File: src/sv/avra_pkg.sv
// shared types and constants for the aligned vector range allocator
// no dependencies

package avra_pkg;

  localparam int unsigned LOWEST_VECTOR_DEF  = 32'h30;
  localparam int unsigned HIGHEST_VECTOR_DEF = 32'hDF;
  localparam int unsigned MAP_WORDS_DEF      = 8;
  localparam int unsigned WORD_BITS          = 32;

  localparam logic OP_ALLOC = 1'b0;
  localparam logic OP_FREE  = 1'b1;

  typedef enum logic [1:0] {
    ST_OK       = 2'd0,
    ST_INVALID  = 2'd1,
    ST_NO_SPACE = 2'd2,
    ST_REJECTED = 2'd3
  } status_t;

  typedef struct packed {
    logic       op;
    logic [7:0] range_count;
    logic [7:0] alignment;
    logic [7:0] first_vector;
  } in_item_t;

  typedef struct packed {
    status_t    status;
    logic [7:0] granted_start;
    logic [7:0] granted_count;
  } out_item_t;

  typedef struct packed {
    logic       en;
    logic [7:0] idx;
    logic       val;
  } map_wr_t;

  typedef struct packed {
    logic      valid;
    out_item_t item;
  } seq_res_t;

endpackage

File: src/sv/aligned_vector_range_allocator_top.sv
// top level of the aligned vector range allocator: sequencer, used-bit map, result register
// depends on avra_pkg, avra_map, avra_seq
//
// usage: an item on in_item (op, range_count, alignment, first_vector) is taken
// when in_valid is high and in_stall is low. allocate scans vectors upward from
// zero one per cycle, tracking the alignment phase and the length of the current
// free aligned run, and stops at the first run of range_count free vectors that
// starts at or above LOWEST_VECTOR and ends at or below HIGHEST_VECTOR. it then
// marks the run used one vector per cycle. free checks each vector of the range
// one per cycle, then clears them one per cycle.
// a zero count skips the scan and goes straight to the result. every step goes
// through the single shared pointer and map port. in_stall stays high from acceptance
// until the result is handed to the output register; one item at a time.
// each item gives exactly one result item on out_item, held in a register while
// out_stall is high; the next item may be accepted meanwhile, but its result waits.
// reset (rst_n low, synchronous) frees every vector and empties the output.

module aligned_vector_range_allocator_top import avra_pkg::*; #(
  parameter int unsigned LOWEST_VECTOR  = LOWEST_VECTOR_DEF,
  parameter int unsigned HIGHEST_VECTOR = HIGHEST_VECTOR_DEF,
  parameter int unsigned MAP_WORDS      = MAP_WORDS_DEF
) (
  input  logic      clk,
  input  logic      rst_n,
  input  logic      in_valid,
  output logic      in_stall,
  input  in_item_t  in_item,
  output logic      out_valid,
  input  logic      out_stall,
  output out_item_t out_item
);

  logic       rd_used;
  logic [7:0] rd_idx;
  map_wr_t    wr;
  seq_res_t   res;
  logic       res_taken;
  logic       out_valid_r;
  out_item_t  out_item_r;

  avra_map #(
    .MAP_WORDS(MAP_WORDS)
  ) u_map (
    .clk    (clk),
    .rst_n  (rst_n),
    .rd_idx (rd_idx),
    .rd_used(rd_used),
    .wr     (wr)
  );

  avra_seq #(
    .LOWEST_VECTOR (LOWEST_VECTOR),
    .HIGHEST_VECTOR(HIGHEST_VECTOR),
    .MAP_WORDS     (MAP_WORDS)
  ) u_seq (
    .clk      (clk),
    .rst_n    (rst_n),
    .in_valid (in_valid),
    .in_stall (in_stall),
    .in_item  (in_item),
    .rd_idx   (rd_idx),
    .rd_used  (rd_used),
    .wr       (wr),
    .res      (res),
    .res_taken(res_taken)
  );

  assign res_taken = res.valid && (!out_valid_r || !out_stall);
  assign out_valid = out_valid_r;
  assign out_item  = out_item_r;

  always_ff @(posedge clk) begin
    if (!rst_n) begin
      out_valid_r <= 1'b0;
    end else if (res_taken) begin
      out_valid_r <= 1'b1;
    end else if (!out_stall) begin
      out_valid_r <= 1'b0;
    end
  end

  always_ff @(posedge clk) begin
    if (res_taken) begin
      out_item_r <= res.item;
    end
  end

  // a granted range lies inside the window
  a_grant_window: assert property (@(posedge clk) disable iff (!rst_n)
    (out_valid && out_item.granted_count != 8'd0) |->
      ({1'b0, out_item.granted_start} >= 9'(LOWEST_VECTOR) &&
       ({1'b0, out_item.granted_start} + {1'b0, out_item.granted_count} - 9'd1)
         <= 9'(HIGHEST_VECTOR)))
    else $error("granted range outside the vector window");

  // failures carry no grant
  a_fail_zero: assert property (@(posedge clk) disable iff (!rst_n)
    (out_valid && out_item.status != ST_OK) |->
      (out_item.granted_start == 8'd0 && out_item.granted_count == 8'd0))
    else $error("failed item carries a grant");

  // an accepted item makes the block busy in the next cycle
  a_busy_after_accept: assert property (@(posedge clk) disable iff (!rst_n)
    (in_valid && !in_stall) |=> in_stall)
    else $error("block not busy after accepting an item");

endmodule

File: src/sv/avra_map.sv
// used-bit map of vectors, one bit read and one bit written per cycle
// depends on avra_pkg

module avra_map import avra_pkg::*; #(
  parameter int unsigned MAP_WORDS = MAP_WORDS_DEF
) (
  input  logic       clk,
  input  logic       rst_n,
  input  logic [7:0] rd_idx,
  output logic       rd_used,
  input  map_wr_t    wr
);

  localparam int unsigned MAP_BITS = MAP_WORDS * WORD_BITS;
  localparam int unsigned IDX_W    = $clog2(MAP_BITS);

  logic [MAP_BITS-1:0] map_r;
  logic                rd_in_map;
  logic                wr_in_map;

  assign rd_in_map = ({1'b0, rd_idx} < 9'(MAP_BITS));
  assign wr_in_map = ({1'b0, wr.idx} < 9'(MAP_BITS));
  assign rd_used   = rd_in_map && map_r[rd_idx[IDX_W-1:0]];

  always_ff @(posedge clk) begin
    if (!rst_n) begin
      map_r <= '0;
    end else if (wr.en && wr_in_map) begin
      map_r[wr.idx[IDX_W-1:0]] <= wr.val;
    end
  end

endmodule

File: src/sv/avra_seq.sv
// sequencer: one vector per cycle through a shared pointer, run counter and compare
// depends on avra_pkg; drives the map port of avra_map

module avra_seq import avra_pkg::*; #(
  parameter int unsigned LOWEST_VECTOR  = LOWEST_VECTOR_DEF,
  parameter int unsigned HIGHEST_VECTOR = HIGHEST_VECTOR_DEF,
  parameter int unsigned MAP_WORDS      = MAP_WORDS_DEF
) (
  input  logic     clk,
  input  logic     rst_n,
  input  logic     in_valid,
  output logic     in_stall,
  input  in_item_t in_item,
  output logic [7:0] rd_idx,
  input  logic     rd_used,
  output map_wr_t  wr,
  output seq_res_t res,
  input  logic     res_taken
);

  localparam logic [8:0] LO      = 9'(LOWEST_VECTOR);
  localparam logic [8:0] HI      = 9'(HIGHEST_VECTOR);
  localparam logic [8:0] MAP_LIM = 9'(MAP_WORDS * WORD_BITS);

  typedef enum logic [4:0] {
    S_IDLE  = 5'b00001,
    S_ASCAN = 5'b00010,
    S_FCHK  = 5'b00100,
    S_MARK  = 5'b01000,
    S_DONE  = 5'b10000
  } state_t;

  state_t     state_r, state_nxt;
  logic       op_r, op_nxt;
  logic [7:0] cnt_r, cnt_nxt;
  logic [7:0] align_r, align_nxt;
  logic [8:0] ptr_r, ptr_nxt;
  logic [7:0] rem_r, rem_nxt;
  logic [7:0] len_r, len_nxt;
  logic [7:0] start_r, start_nxt;
  logic       run_r, run_nxt;
  status_t    status_r, status_nxt;
  logic [8:0] len_inc;
  logic [7:0] rem_inc;
  logic       last;
  logic       rd_free;

  assign len_inc = {1'b0, len_r} + 9'd1;
  assign rem_inc = rem_r + 8'd1;
  assign last    = (len_inc == {1'b0, cnt_r});
  assign rd_idx  = ptr_r[7:0];
  assign in_stall = (state_r != S_IDLE);
  // a vector beyond the map can never be granted
  assign rd_free = (ptr_r < MAP_LIM) && !rd_used;

  always_comb begin
    state_nxt  = state_r;
    op_nxt     = op_r;
    cnt_nxt    = cnt_r;
    align_nxt  = align_r;
    ptr_nxt    = ptr_r;
    rem_nxt    = rem_r;
    len_nxt    = len_r;
    start_nxt  = start_r;
    run_nxt    = run_r;
    status_nxt = status_r;
    wr         = '0;
    unique case (state_r)
      S_IDLE: begin
        if (in_valid) begin
          op_nxt    = in_item.op;
          cnt_nxt   = in_item.range_count;
          align_nxt = (in_item.alignment == 8'd0) ? 8'd1 : in_item.alignment;
          start_nxt = in_item.first_vector;
          ptr_nxt   = (in_item.op == OP_FREE) ? {1'b0, in_item.first_vector} : 9'd0;
          rem_nxt   = 8'd0;
          len_nxt   = 8'd0;
          run_nxt   = 1'b0;
          if (in_item.range_count == 8'd0) begin
            status_nxt = (in_item.op == OP_FREE) ? ST_OK : ST_INVALID;
            state_nxt  = S_DONE;
          end else begin
            state_nxt = (in_item.op == OP_FREE) ? S_FCHK : S_ASCAN;
          end
        end
      end
      S_ASCAN: begin
        if (run_r) begin
          if (rd_free) begin
            if (last) begin
              status_nxt = ST_OK;
              ptr_nxt    = {1'b0, start_r};
              len_nxt    = 8'd0;
              state_nxt  = S_MARK;
            end else begin
              len_nxt = len_inc[7:0];
            end
          end else begin
            run_nxt = 1'b0;
          end
        end else if (rem_r == 8'd0 && ptr_r >= LO && rd_free) begin
          start_nxt = ptr_r[7:0];
          len_nxt   = 8'd1;
          run_nxt   = 1'b1;
          if (cnt_r == 8'd1) begin
            status_nxt = ST_OK;
            len_nxt    = 8'd0;
            state_nxt  = S_MARK;
          end
        end
        if (state_nxt == S_ASCAN) begin
          if (ptr_r == HI) begin
            status_nxt = ST_NO_SPACE;
            state_nxt  = S_DONE;
          end else begin
            ptr_nxt = ptr_r + 9'd1;
            rem_nxt = (rem_inc == align_r) ? 8'd0 : rem_inc;
          end
        end
      end
      S_FCHK: begin
        if (ptr_r < LO || ptr_r > HI || !rd_used) begin
          status_nxt = ST_REJECTED;
          state_nxt  = S_DONE;
        end else if (last) begin
          status_nxt = ST_OK;
          ptr_nxt    = {1'b0, start_r};
          len_nxt    = 8'd0;
          state_nxt  = S_MARK;
        end else begin
          ptr_nxt = ptr_r + 9'd1;
          len_nxt = len_inc[7:0];
        end
      end
      S_MARK: begin
        wr.en  = 1'b1;
        wr.idx = ptr_r[7:0];
        wr.val = (op_r == OP_ALLOC);
        if (last) begin
          state_nxt = S_DONE;
        end else begin
          ptr_nxt = ptr_r + 9'd1;
          len_nxt = len_inc[7:0];
        end
      end
      S_DONE: begin
        if (res_taken) begin
          state_nxt = S_IDLE;
        end
      end
      default: begin
        state_nxt = S_IDLE;
      end
    endcase
  end

  always_comb begin
    res.valid              = (state_r == S_DONE);
    res.item.status        = status_r;
    res.item.granted_start = 8'd0;
    res.item.granted_count = 8'd0;
    if (op_r == OP_ALLOC && status_r == ST_OK) begin
      res.item.granted_start = start_r;
      res.item.granted_count = cnt_r;
    end
  end

  always_ff @(posedge clk) begin
    if (!rst_n) begin
      state_r <= S_IDLE;
      run_r   <= 1'b0;
    end else begin
      state_r <= state_nxt;
      run_r   <= run_nxt;
    end
  end

  always_ff @(posedge clk) begin
    op_r     <= op_nxt;
    cnt_r    <= cnt_nxt;
    align_r  <= align_nxt;
    ptr_r    <= ptr_nxt;
    rem_r    <= rem_nxt;
    len_r    <= len_nxt;
    start_r  <= start_nxt;
    status_r <= status_nxt;
  end

  // map is written only while sweeping a granted or released range
  a_wr_only_mark: assert property (@(posedge clk) disable iff (!rst_n)
    wr.en |-> (state_r == S_MARK))
    else $error("map written outside the mark sweep");

  // a sweep stays inside the window
  a_mark_in_window: assert property (@(posedge clk) disable iff (!rst_n)
    (state_r == S_MARK) |-> (ptr_r >= LO && ptr_r <= HI))
    else $error("map sweep outside the vector window");

  // a zero count or alignment never reaches the scan or the free check
  a_scan_count: assert property (@(posedge clk) disable iff (!rst_n)
    (state_r == S_ASCAN || state_r == S_FCHK) |-> (cnt_r != 8'd0 && align_r != 8'd0))
    else $error("scan running with zero count or alignment");

endmodule
File: config.mk
export PLATFORM = sky130hd
export DESIGN_NAME = aligned_vector_range_allocator_top
export DESIGN_NICKNAME = d
export VERILOG_FILES = /design/src/sv/avra_pkg.sv /design/src/sv/aligned_vector_range_allocator_top.sv /design/src/sv/avra_map.sv /design/src/sv/avra_seq.sv
export SDC_FILE = /design/constraint.sdc
export NUM_CORES = 1
export LEC_CHECK = 0
export BUFFER_PORTS_ARGS = -buffer_cell sky130_fd_sc_hd__clkbuf_2
export CELL_PAD_IN_SITES_DETAIL_PLACEMENT = 0
export CELL_PAD_IN_SITES_GLOBAL_PLACEMENT = 1
export CORE_AREA = 2 2 219 221
export DETAILED_ROUTE_END_ITERATION = 6
export DIE_AREA = 0 0 221 223
export HOLD_SLACK_MARGIN = 0.06
export PLACE_DENSITY = 0.62
export SLEW_MARGIN = 20
export SYNTH_ARGS = -nofsm -noshare
export SYNTH_HDL_FRONTEND = slang
export SYNTH_SLANG_ARGS = --single-unit
File: constraint.sdc
create_clock -name clk -period 9.6 [get_ports clk]
set_input_delay 1.44 -clock clk [delete_from_list [all_inputs] [get_ports clk]]
set_output_delay 1.44 -clock clk [all_outputs]
set_load 0.05 [all_outputs]
==> results.ini, run 1 <==
[timing]
finalCriticalPeriod_ns = 4.61
hold_ws_ns = 0.471
setup_viol = 0
rsz0062_at_grt = no
relSlewSlack_pct = 16.7
fin_ws_ns = 4.99
clock.fmax_mhz = 217
worstMarginPinSlew_ns = 1.25
hold_violations = 0
fin_setup_tns_ns = 0
skew_ns = 0.0127
slew_viol_final = 0
finalCritPeriodShare_pct = 48.0

[global_routing]
grt_max_degree = 234
grt_pass1_wl_mm = 91.5
antenna_found_initial = 1
grt_pass1_vias = 13943
track_usage_pct = 24.3
overflow = 0

[floorplanning]
fp.dieArea_um2 = 49300
core_area_um2 = 47100
start_util_pct = 34.6
ios = 49
die_w_um = 221
die_height_um = 223
rows = 80

[layout]
final-seq-area_um2 = 7370
drive_above_1_share_pct = 11.4
n_antenna_cell = 0
synthToLayoutAreaGrowth_pct = 12.0
final_cell_count_no_fill = 2453
final_util_pct = 38.8
fillers = 4768
multi_input_area_um2 = 8230
nets = 1843
final_area_um2 = 18300

[synthesis]
syn-cell-area_um2 = 16300
yosysUniqueCellTypes = 78
synthArstFlopShare_pct = 0
yosys_warnings = 0
synth_seq_area_share_pct = 45.2
synthCells = 1863
synth_ff_type = dfxtp_1
ys_ff_latch = 333
synth_nets = 1896
avgSynthCellArea_um2 = 8.75
synth_edf_count = 70

[detailed_routing]
route.vias.total = 14865
drtIter0Drc = 1846
wl_per_cell_um = 25.1
firstDrtPassIters = 5
drc = 0
viasPerCell = 6.06
drt.antenna.violating_nets = 0
routed_wl_mm = 61.7

[power_and_ir_drop]
ir_drop_mv = 0.189
p_per_area_nw_per_um2 = 218
leakage_nw = 5.88
power.total_mw = 3.97

[critical_path]
crit_arrival_ns = 4.86
path_class = reg2reg
worst_setup_path_end_kind = flip-flop
cp.required_ns = 9.85
crit_path_cell_trace = buf_12 > mux4_1 > mux4_2 > o211ai_1 > o41a_1 > nand4_4 > or3_1 > nand3_1 > nand2_1
worstPathMaxFanout = 113
max_stage_delay_ns = 0.68
start_kind = flip-flop
critPathSlowestCell = or3_1

[place]
placed_area_um2 = 16900
portBuffers = 48
dp_hpwl_mm = 36.2
dp_slack_ns = 4.89
gp_congestion = 0.861
dp.cells = 2382

[min_path]
hold_path_class = reg2reg

[clock_network]
postCtsSetupRepairBufs = 0
cts-root-buf = clkbuf_16
cts_max_path_buffers = 3
clk_latency_ns = 0.56
cts_buffers = 41
cts_tree = done
cts_resized = 0
cts_max_level = 2
cts_hold_buf = 0
cts.sinks = 333
path_clk_slew_ns = 0.06

[status]
status = finished, final reports clean

[flow_run]
cap_violations = 0

==> path summary, 6_finish.rpt <==
kind | start | slack, ns | cells after the start | to
setup / recovery | u_seq.ptr_r[0]$_DFFE_PP_ | 4.99 | 9 | u_seq.rem_r[7]$_SDFFCE_PP0P_
hold / removal | u_map.map_r[31]$_SDFFE_PN0P_ | 0.47 | 2 | u_map.map_r[31]$_SDFFE_PN0P_
setup reg to reg | u_seq.ptr_r[0]$_DFFE_PP_ | 4.99 | 9 | u_seq.rem_r[7]$_SDFFCE_PP0P_
hold reg to reg | u_map.map_r[31]$_SDFFE_PN0P_ | 0.47 | 2 | u_map.map_r[31]$_SDFFE_PN0P_
==> synthesized netlist by cell type, types with 3 or more instances <==
master	count	area share, %
nand3_1	268	8.2
a21oi_1	264	8.1
dfxtp_1	263	32
o21ai_0	253	7.8
clkbuf_1	145	3.3
nor2_1	97	2.2
nand2_1	89	2.0
mux2i_1	76	4.7
edfxtp_1	70	13
a22oi_1	29	1.3
mux4_2	28	3.9
nor3_1	23	0.71
and2_1	21	0.81
xnor2_1	17	0.91
buf_2	16	0.49
xor2_1	15	0.81
a211oi_1	13	0.60
inv_1	13	0.30
nor2b_1	10	0.38
and3_1	9	0.35
buf_1	9	0.21
nand4_1	9	0.35
a311oi_1	8	0.43
a31oi_1	8	0.31
nand2b_1	8	0.31
nor4_1	8	0.31
nand3b_1	6	0.28
o211ai_1	6	0.28
or2_2	5	0.19
buf_4	4	0.18
buf_6	4	0.28
ha_1	4	0.31
mux4_1	4	0.64
o22ai_1	4	0.15
a222oi_1	3	0.18
o221ai_1	3	0.16
xnor3_1	3	0.41
==> registers in the layout (all words and copies together), names as in the netlist <==
| signal | flops |
|---|---|
| u_seq.run_r | 1 |
| u_seq.rem_r | 8 |
| u_seq.op_r | 1 |
| u_seq.len_r | 8 |
| out_valid | 1 |
| u_seq.state_r | 5 |
| u_seq.status_r | 2 |
| u_seq.start_r | 8 |
| u_map.map_r | 256 |
| out_item | 18 |
| u_seq.cnt_r | 8 |
| u_seq.align_r | 8 |
| u_seq.ptr_r | 9 |
==> power by group <==
part / total, mW / internal [mW] / switching, mW
registers: 1.58 / 1.51 / 0.0681
clock network: 1.53 / 0.920 / 0.611
logic: 0.868 / 0.291 / 0.576
total: 3.97 / 2.72 / 1.26
==> worst max-delay path: cells and delay by family, from the launching register on <==
family / cells / cell delay (ns)
compound gates: 2 / 0.46
buf+inv: 1 / 0.62
flops: 1 / 0.37
mux: 2 / 1.14
simple gates: 4 / 1.52
==> area by class of cell <==
cell class                      instances  share of cell area, %
Timing Repair Buffer                   83                   2.89
Clock buffer                           60                   6.62
Sequential cell                       333                   40.3
Clock inverter                         11                  0.555
Tap cell                              615                   4.21
Inverter                               15                  0.336
Multi-Input combinational cell       1336                   45.1
==> cells by family (layout without fill, tap and decap cells) <==
group	count (synthesis)	count (layout)	share of synthesized area (%)
AO/OA/AOI/OAI	619	619	20.9
AND/OR/NAND/NOR	566	566	16.9
flip-flops	333	333	45.2
buffers and inverters	194	169	4.96
multiplexers	111	111	9.47
XOR/XNOR	36	36	2.28
adder cells (fa/ha/maj)	4	4	0.307
==> cell usage in the layout, fill, tap and decap left out, types with 10 or more instances in the layout <==
cell and count:
mux2i_1 76, dfxtp_1 263, clkbuf_2 48, nand3_1 266, nor2_1 80, nor2b_1 10, mux4_2 28, and2_1 21
a22oi_1 29, a211oi_1 13, nor3_1 20, buf_4 33, xnor2_1 17, clkbuf_16 42, nand2_1 88, o21ai_0 253
xor2_1 15, nor2_2 12, inv_1 13, a21oi_1 262, edfxtp_1 70
==> per-layer routing <==
metal,vias to the layer above,GRT usage [%],share of wire (%)
met5,-,0,0.023
li1,6739,-,-
met3,123,4.32,8.0
met4,2,9.98,3.6
met1,7321,33.8,43
met2,680,37.2,45
No activity file was read; power rests on OpenSTA's default activity.
==> inputs of run 2 (changes only) <==
Clock period 9.6 ns to 4.6 ns, I/O delays scaled along.
==> run 2 against run 1 <==
  * Core utilization increased by 0.45 points
  * Global-route usage increased by 0.24 points
  * Sequential share of layout area down 0.47 points
  * Register-to-register slack lost 4.6 ns
  * Clock power increased by 110%
==> results.ini, run 2 (same netlist as run 1, synthesis figures left out) <==
[global_routing]
grt_max_degree = 118  ; -50%
grt_pass1_vias = 14293  ; +2.5%
grt_pass1_wl_mm = 92.9  ; +1.5%
track_usage_pct = 24.5  ; +0.24 points
overflow = 0  ; unchanged
antenna_found_initial = 1  ; unchanged

[timing]
rsz0062_at_grt = no
slew_viol_final = 0  ; unchanged
finalCriticalPeriod_ns = 4.21  ; -0.401 ns
fin_setup_tns_ns = 0  ; unchanged
finalCritPeriodShare_pct = 91.5  ; +43 points
setup_viol = 0  ; unchanged
skew_ns = 0.0120  ; -0.000648 ns
hold_violations = 0  ; unchanged
clock.fmax_mhz = 237  ; +9.5%
worstMarginPinSlew_ns = 1.22  ; -0.0217 ns
fin_ws_ns = 0.389  ; -4.60 ns
relSlewSlack_pct = 18.2  ; +1.5 points

[floorplanning]
ios = 49  ; unchanged
fp.dieArea_um2 = 49300  ; unchanged
die_w_um = 221  ; unchanged
die_height_um = 223  ; unchanged
rows = 80  ; unchanged
start_util_pct = 34.6  ; unchanged
core_area_um2 = 47100  ; unchanged

[min_path]
holdPathEnd = u_seq.cnt_r[4]$_DFFE_PP_
hold_path_startpoint = in_item[20]
whs_path_depth = 1  ; -1
hold_path_class = in2reg

[layout]
largest-register = u_map.map_r
synthToLayoutAreaGrowth_pct = 13.3
final_cell_mix = nand3_1, a21oi_1, dfxtp_1
final_common_cell = nand3_1
nets = 1871  ; +1.5%
drive_above_1_share_pct = 12.4  ; +1.0 points
final_area_um2 = 18500  ; +1.2%
largest_reg_flops = 256  ; unchanged
fillers = 4722  ; -0.96%
n_antenna_cell = 0  ; unchanged
final_util_pct = 39.2  ; +0.45 points

[detailed_routing]
viasPerCell = 5.97  ; -1.5%
routed_wl_mm = 61.5  ; -0.21%
drtIter0Drc = 1363  ; -26%
route.vias.total = 14809  ; -0.38%
drt.antenna.violating_nets = 0  ; unchanged
firstDrtPassIters = 5  ; unchanged
wl_per_cell_um = 24.8  ; -1.3%
drc = 0  ; unchanged

[clock_network]
cts_max_level = 2  ; unchanged
clk_latency_ns = 0.56  ; about the same
cts.sinks = 333  ; unchanged
cts_resized = 0  ; unchanged
cts_buffers = 40  ; -2.4%
path_clk_slew_ns = 0.06  ; about the same
cts_max_path_buffers = 3  ; unchanged
cts_hold_buf = 0  ; unchanged
cts-root-buf = clkbuf_16
cts_tree = done
postCtsSetupRepairBufs = 0  ; unchanged

[critical_path]
worstPathMaxFanout = 13  ; -88%
path_common_cell = buf_4
critical_path_buf_inv_count = 3  ; +2
crit_path_cell_trace = buf_4 > mux4_2 > mux4_2 > nor2_1 > nor4_1 > a32oi_2 > nand4_4 > buf_4 > a21oi_1 > nor2_1 > a21boi_0 > buf_4
reg2regPathDepth = 12  ; +3
max_stage_delay_ns = 0.76  ; +0.08 ns
worst_setup_path_end_kind = flip-flop
reg2reg_to = u_seq.len_r[6]$_SDFFCE_PP0P_
critPathSlowestCell = edfxtp_1
cp.required_ns = 4.87  ; -4.98 ns
critPathTopFamily = simple AND/OR/NAND/NOR gates
r2r-start = u_seq.ptr_r[2]$_DFFE_PP_
crit_arrival_ns = 4.48  ; -0.38 ns
path_class = reg2reg
start_kind = flip-flop
r2r_slack_ns = 0.39  ; -4.60 ns

[place]
portBuffers = 48  ; unchanged
dp_hpwl_mm = 37.8  ; +4.3%
placed_area_um2 = 17200  ; +1.3%
gp_congestion = 0.841  ; -2.3%
dp_slack_ns = 0.497  ; -4.39 ns

[power_and_ir_drop]
leakage_nw = 6.04  ; +2.7%
p_per_area_nw_per_um2 = 455  ; +110%
ir_drop_mv = 0.280  ; +48%

[flow_run]
cap_violations = 0  ; unchanged

[status]
status = finished, final reports clean

run 2: cell count changes in the layout (fill, tap and decap cells not counted), sizes merged:
cell | before | now
buf | 35 | 64
clkbuf | 108 | 103
clkinvlp | 1 | 2
bufinv | 2 | 4
inv | 13 | 14
clkinv | 10 | 9
run 2: power by group:
group / switching [mW] / total [mW] / internal (mW) / leakage [nW]
Clock: 1.28 / 3.24 / 1.95 / 0.644
Sequential: 0.184 / 3.33 / 3.15 / 2.79
Combinational: 1.17 / 1.84 / 0.671 / 2.60
run 2: how the worst max path moves through the flow:
stage,start,endpoint,cells past startpoint
2_1_floorplan,u_seq.ptr_r[2]$_DFFE_PP_,u_seq.len_r[0]$_SDFFCE_PP0P_,12
6_report,u_seq.ptr_r[2]$_DFFE_PP_,u_seq.len_r[6]$_SDFFCE_PP0P_,12
3_5_place_dp,u_seq.ptr_r[0]$_DFFE_PP_,u_seq.rem_r[3]$_SDFFCE_PP0P_,10
4_1_cts,u_seq.ptr_r[2]$_DFFE_PP_,u_seq.len_r[6]$_SDFFCE_PP0P_,12
5_1_grt,u_seq.ptr_r[2]$_DFFE_PP_,u_seq.len_r[7]$_SDFFCE_PP0P_,12
3_3_place_gp,u_seq.ptr_r[0]$_DFFE_PP_,u_seq.rem_r[1]$_SDFFCE_PP0P_,10
run 2: per-layer routing:
metal  track usage, %  share of wire (%)  vias up
li1                 -                  -     6773
met1             32.9                 43     7333
met2             39.1                 46      579
met3             4.21                6.6      124
met4             10.5                3.7        0
met5                0                  0        -
run 2: layout make-up:
cell class                 instances  area [µm²]  area share, %
clock buffer                      55        1140           6.16
clock inverter                    14         181          0.982
inverter                          15        61.3          0.332
multi-input combinational       1336        8200           44.3
sequential                       333        7370           39.9
tap                              615         769           4.16
timing repair buffer             112         771           4.17
run 2: through the flow:
stage	total power, mW	std cells	hold slack, ns
floorplan	4.62	1863	0.445
global placement	5.20	2411	0.457
detailed placement	5.20	2411	0.463
CTS	8.45	2480	0.296
global route	8.74	2480	0.310
finish	8.41	2480	0.327
run 2: worst register-to-register path: stages, from the launching register on:
cell      delay (ns)
edfxtp_1        0.76
buf_4           0.29
mux4_2          0.20
mux4_2          0.27
nor2_1          0.06
nor4_1          0.49
a32oi_2         0.21
nand4_4         0.19
buf_4           0.19
a21oi_1         0.10
nor2_1          0.72
a21boi_0        0.26
buf_4           0.19
==> inputs of run 3 (changes only) <==
Settings changed: ABC_CLOCK_PERIOD_IN_PS set to 4600, CORE_AREA 2 2 219 221 to 2 2 228 230, DIE_AREA 0 0 221 223 to 0 0 230 232, PLACE_DENSITY 0.62 to 0.61, SYNTH_HIERARCHICAL set to 1.
==> run 3 against run 2 <==
  * Setup slack lost 0.18 ns
  * Cell count grew 4.9%
  * Register-to-register slack lost 0.18 ns
  * Sequential share of layout area shrank 2.2 points
  * Critical path type unchanged
  * Largest cell class unchanged
  * Highest routed layer unchanged
==> results.ini, run 3 <==
[global_routing]
overflow = 0  ; unchanged
busiest_layer = met2
track_usage_pct = 22.8  ; -1.7 points
met1_usage_pct = 30.2  ; -2.7 points
grt_pass1_vias = 14960  ; +4.7%
grt_pass1_wl_mm = 94.0  ; +1.2%
grt_max_degree = 156  ; +32%
antenna_found_initial = 1  ; unchanged
grt_util_met2_pct = 37.3  ; -1.8 points
met3_usage_pct = 3.07  ; -1.1 points

[synthesis]
synth.area.top_cells = dfxtp_1, edfxtp_1, nand3_1, o21ai_0, mux2i_1
synthArstFlopShare_pct = 0  ; unchanged
syn-cell-area_um2 = 17600  ; +7.7%
yosys_warnings = 6  ; +6
yosysUniqueCellTypes = 79  ; +1.3%
ys_ff_latch = 333  ; unchanged
avgSynthCellArea_um2 = 9.04  ; +3.3%
synth_top_area_share_pct = 30.0  ; -2.3 points
synth_edf_count = 70  ; unchanged
synth_seq_area_share_pct = 41.9  ; -3.2 points
synth_common_cells = nand3_1, dfxtp_1, o21ai_0, clkbuf_1, a21boi_0
yosys.area.top_type = dfxtp_1
synth_ff_type = dfxtp_1
synth_nets = 1976  ; +4.2%
synth_most_common_cell = nand3_1
synthCells = 1943  ; +4.3%

[timing]
skew_ns = 0.0206  ; +0.00862 ns
fin_setup_tns_ns = 0  ; unchanged
clock.fmax_mhz = 228  ; -4.2%
finalCriticalPeriod_ns = 4.40  ; +0.185 ns
rsz0062_at_grt = no
finalCritPeriodShare_pct = 95.6  ; +4.0 points
hold_violations = 0  ; unchanged
setup_viol = 0  ; unchanged
worstMarginPinSlew_ns = 1.15  ; -0.0774 ns
relSlewSlack_pct = 23.3  ; +5.1 points
slew_viol_final = 0  ; unchanged
hold_ws_ns = 0.319  ; -0.00856 ns

[clock_network]
cts-root-buf = clkbuf_16
cts_buffers = 39  ; -2.5%
cts_max_level = 2  ; unchanged
cts_hold_buf = 0  ; unchanged
cts_max_path_buffers = 3  ; unchanged
clk_latency_ns = 0.57  ; about the same
cts.sinks = 333  ; unchanged
path_clk_slew_ns = 0.06  ; about the same
cts_tree = done
postCtsSetupRepairBufs = 0  ; unchanged

[floorplanning]
core_area_um2 = 50900  ; +7.9%
start_util_pct = 34.5  ; -0.067 points
die_height_um = 232  ; +4.0%
die_w_um = 230  ; +4.1%
rows = 83  ; +3.8%
fp.dieArea_um2 = 53400  ; +8.3%
ios = 49  ; unchanged

[detailed_routing]
drc = 0  ; unchanged
routed_wl_mm = 61.5  ; about the same
route.vias.total = 15165  ; +2.4%
firstDrtPassIters = 5  ; unchanged
drt.antenna.violating_nets = 0  ; unchanged
wl_per_cell_um = 23.6  ; -4.8%
drtIter0Drc = 1318  ; -3.3%
viasPerCell = 5.83  ; -2.4%

[power_and_ir_drop]
power_switching_mw = 2.48  ; -6.2%
ir_drop_mv = 0.295  ; +5.7%
leakage_nw = 6.49  ; +7.6%
p_comb_share_pct = 20.4  ; -1.5 points
pwr-share-seq_pct = 41.8  ; +2.2 points
p_int_mw = 5.60  ; -2.9%
swShare_pct = 30.7  ; -0.72 points
p_per_area_nw_per_um2 = 413  ; -9.3%
clkPwrFrac_pct = 37.8  ; -0.7 points

[layout]
synthToLayoutAreaGrowth_pct = 11.4
final_common_cell = nand3_1
final_cell_mix = nand3_1, dfxtp_1, o21ai_0
drive_above_1_share_pct = 12.0  ; -0.42 points
n_antenna_cell = 0  ; unchanged
largest-register = u_map/map_r
fillers = 5161  ; +9.3%
nets = 1926  ; +2.9%
largest_reg_flops = 256  ; unchanged

[place]
dp_hpwl_mm = 37.4  ; -0.99%
portBuffers = 48  ; unchanged
gp_congestion = 0.866  ; +3.0%

[min_path]
hold_path_class = in2reg

[status]
status = finished, final reports clean

[critical_path]
critPathLaunch = u_seq/ptr_r[0]$_DFFE_PP_
worst_setup_path_end_kind = flip-flop
start_kind = flip-flop
reg2regPathDepth = 16  ; +4
crit_arrival_ns = 4.71  ; +0.23 ns
cp.required_ns = 4.91  ; +0.04 ns
r2r-start = u_seq/ptr_r[0]$_DFFE_PP_
reg2reg_to = u_seq/ptr_r[5]$_DFFE_PP_
r2r_slack_ns = 0.20  ; -0.18 ns
crit_end = u_seq/ptr_r[5]$_DFFE_PP_
path_class = reg2reg
worstPathMaxFanout = 32  ; +19

[flow_run]
cap_violations = 0  ; unchanged

-- run 3: cell types whose count changed after synthesis, moves of 10 or more --
cell and delta:
a21boi_0 +130, a21boi_1 +96, a21oi_1 -257, a22oi_1 -23, and3_1 +14, clkbuf_1 +12, mux2i_1 +33, nand3_1 +14
nor2_1 -22, nor2b_1 +36, o21ai_0 -10, o22ai_1 +24
-- run 3: timing repair --
action                                 CTS  global route
endpoints found under the hold margin    0             0
setup endpoints to repair                0             2
resized for setup                        0             1
-- run 3: logic make-up (layout without fill, tap and decap cells) --
kind of cell / count (synthesis) / in the layout / share of synthesized area, %
and+or+nand+nor: 622 / 622 / 18.3
AOI/OAI and AO/OA: 579 / 579 / 21.4
DFF: 333 / 333 / 41.9
buffers and inverters: 224 / 203 / 5.83
muxes: 141 / 141 / 10.3
xor gates and xnor gates: 40 / 40 / 1.99
adders and majority gates: 4 / 4 / 0.285
-- run 3: stage by stage --
step	std cells	instance area (µm²)	util, %	power, mW	worst slack [ns]
floorplan	1943	17600	-	4.63	0.900
global placement	2531	18300	36.0	5.05	0.232
detailed placement	2531	18300	36.0	5.07	0.137
CTS	2601	19500	38.4	8.14	0.128
global route	2602	19600	38.5	8.38	0.0124
finish	2602	19600	38.5	8.08	0.204
-- run 3: power groups by stage --
stage	sequential (mW)	clock, mW	combinational (mW)
after global placement	3.44	0	1.61
after CTS	3.38	3.13	1.64
after global routing	3.40	3.23	1.76
after detailed placement	3.44	0	1.63
after floorplan	3.29	0	1.34
final	3.38	3.05	1.65
-- run 3: worst min path at each step --
stage                                  start                             to  slack, ns  cells past startpoint
4_1_cts                          in_item[20]       u_seq/cnt_r[4]$_DFFE_PP_       0.28                      1
3_5_place_dp   u_map/map_r[186]$_SDFFE_PN0P_  u_map/map_r[186]$_SDFFE_PN0P_       0.46                      2
6_report                         in_item[20]       u_seq/cnt_r[4]$_DFFE_PP_       0.32                      1
2_1_floorplan  u_map/map_r[255]$_SDFFE_PN0P_  u_map/map_r[255]$_SDFFE_PN0P_       0.44                      2
3_3_place_gp   u_map/map_r[120]$_SDFFE_PN0P_  u_map/map_r[120]$_SDFFE_PN0P_       0.46                      2
5_1_grt                          in_item[17]       u_seq/cnt_r[1]$_DFFE_PP_       0.31                      1
-- run 3: metal layers --
layer / vias up / part of all wire (%)
met1: 7569 / 44
met3: 133 / 5.3
li1: 6969 / -
met4: 0 / 3.9
met5: - / 0
met2: 494 / 47
-- run 3: cell type report --
type / instances / area, µm² / share of cell area [%]
clock buffer: 60 / 1140 / 5.85
clock inverter: 10 / 80.1 / 0.409
inverter: 14 / 52.6 / 0.268
multi-input combinational: 1386 / 9220 / 47.1
sequential: 333 / 7370 / 37.6
tap: 680 / 851 / 4.35
timing repair buffer: 119 / 862 / 4.40
-- run 3: worst max-delay path, cell delays in order (launching register included) --
cell      delay (ns)
edfxtp_1        0.41
buf_12          0.22
buf_4           0.24
nand3b_1        0.32
buf_4           0.23
o22ai_1         0.10
nor3_1          0.19
a211oi_1        0.11
a32o_1          0.26
o41a_1          0.50
nor2_1          0.23
and2_1          0.19
o211ai_1        0.10
or4_1           0.57
o21ai_1         0.18
a21oi_1         0.05
a211o_1         0.22
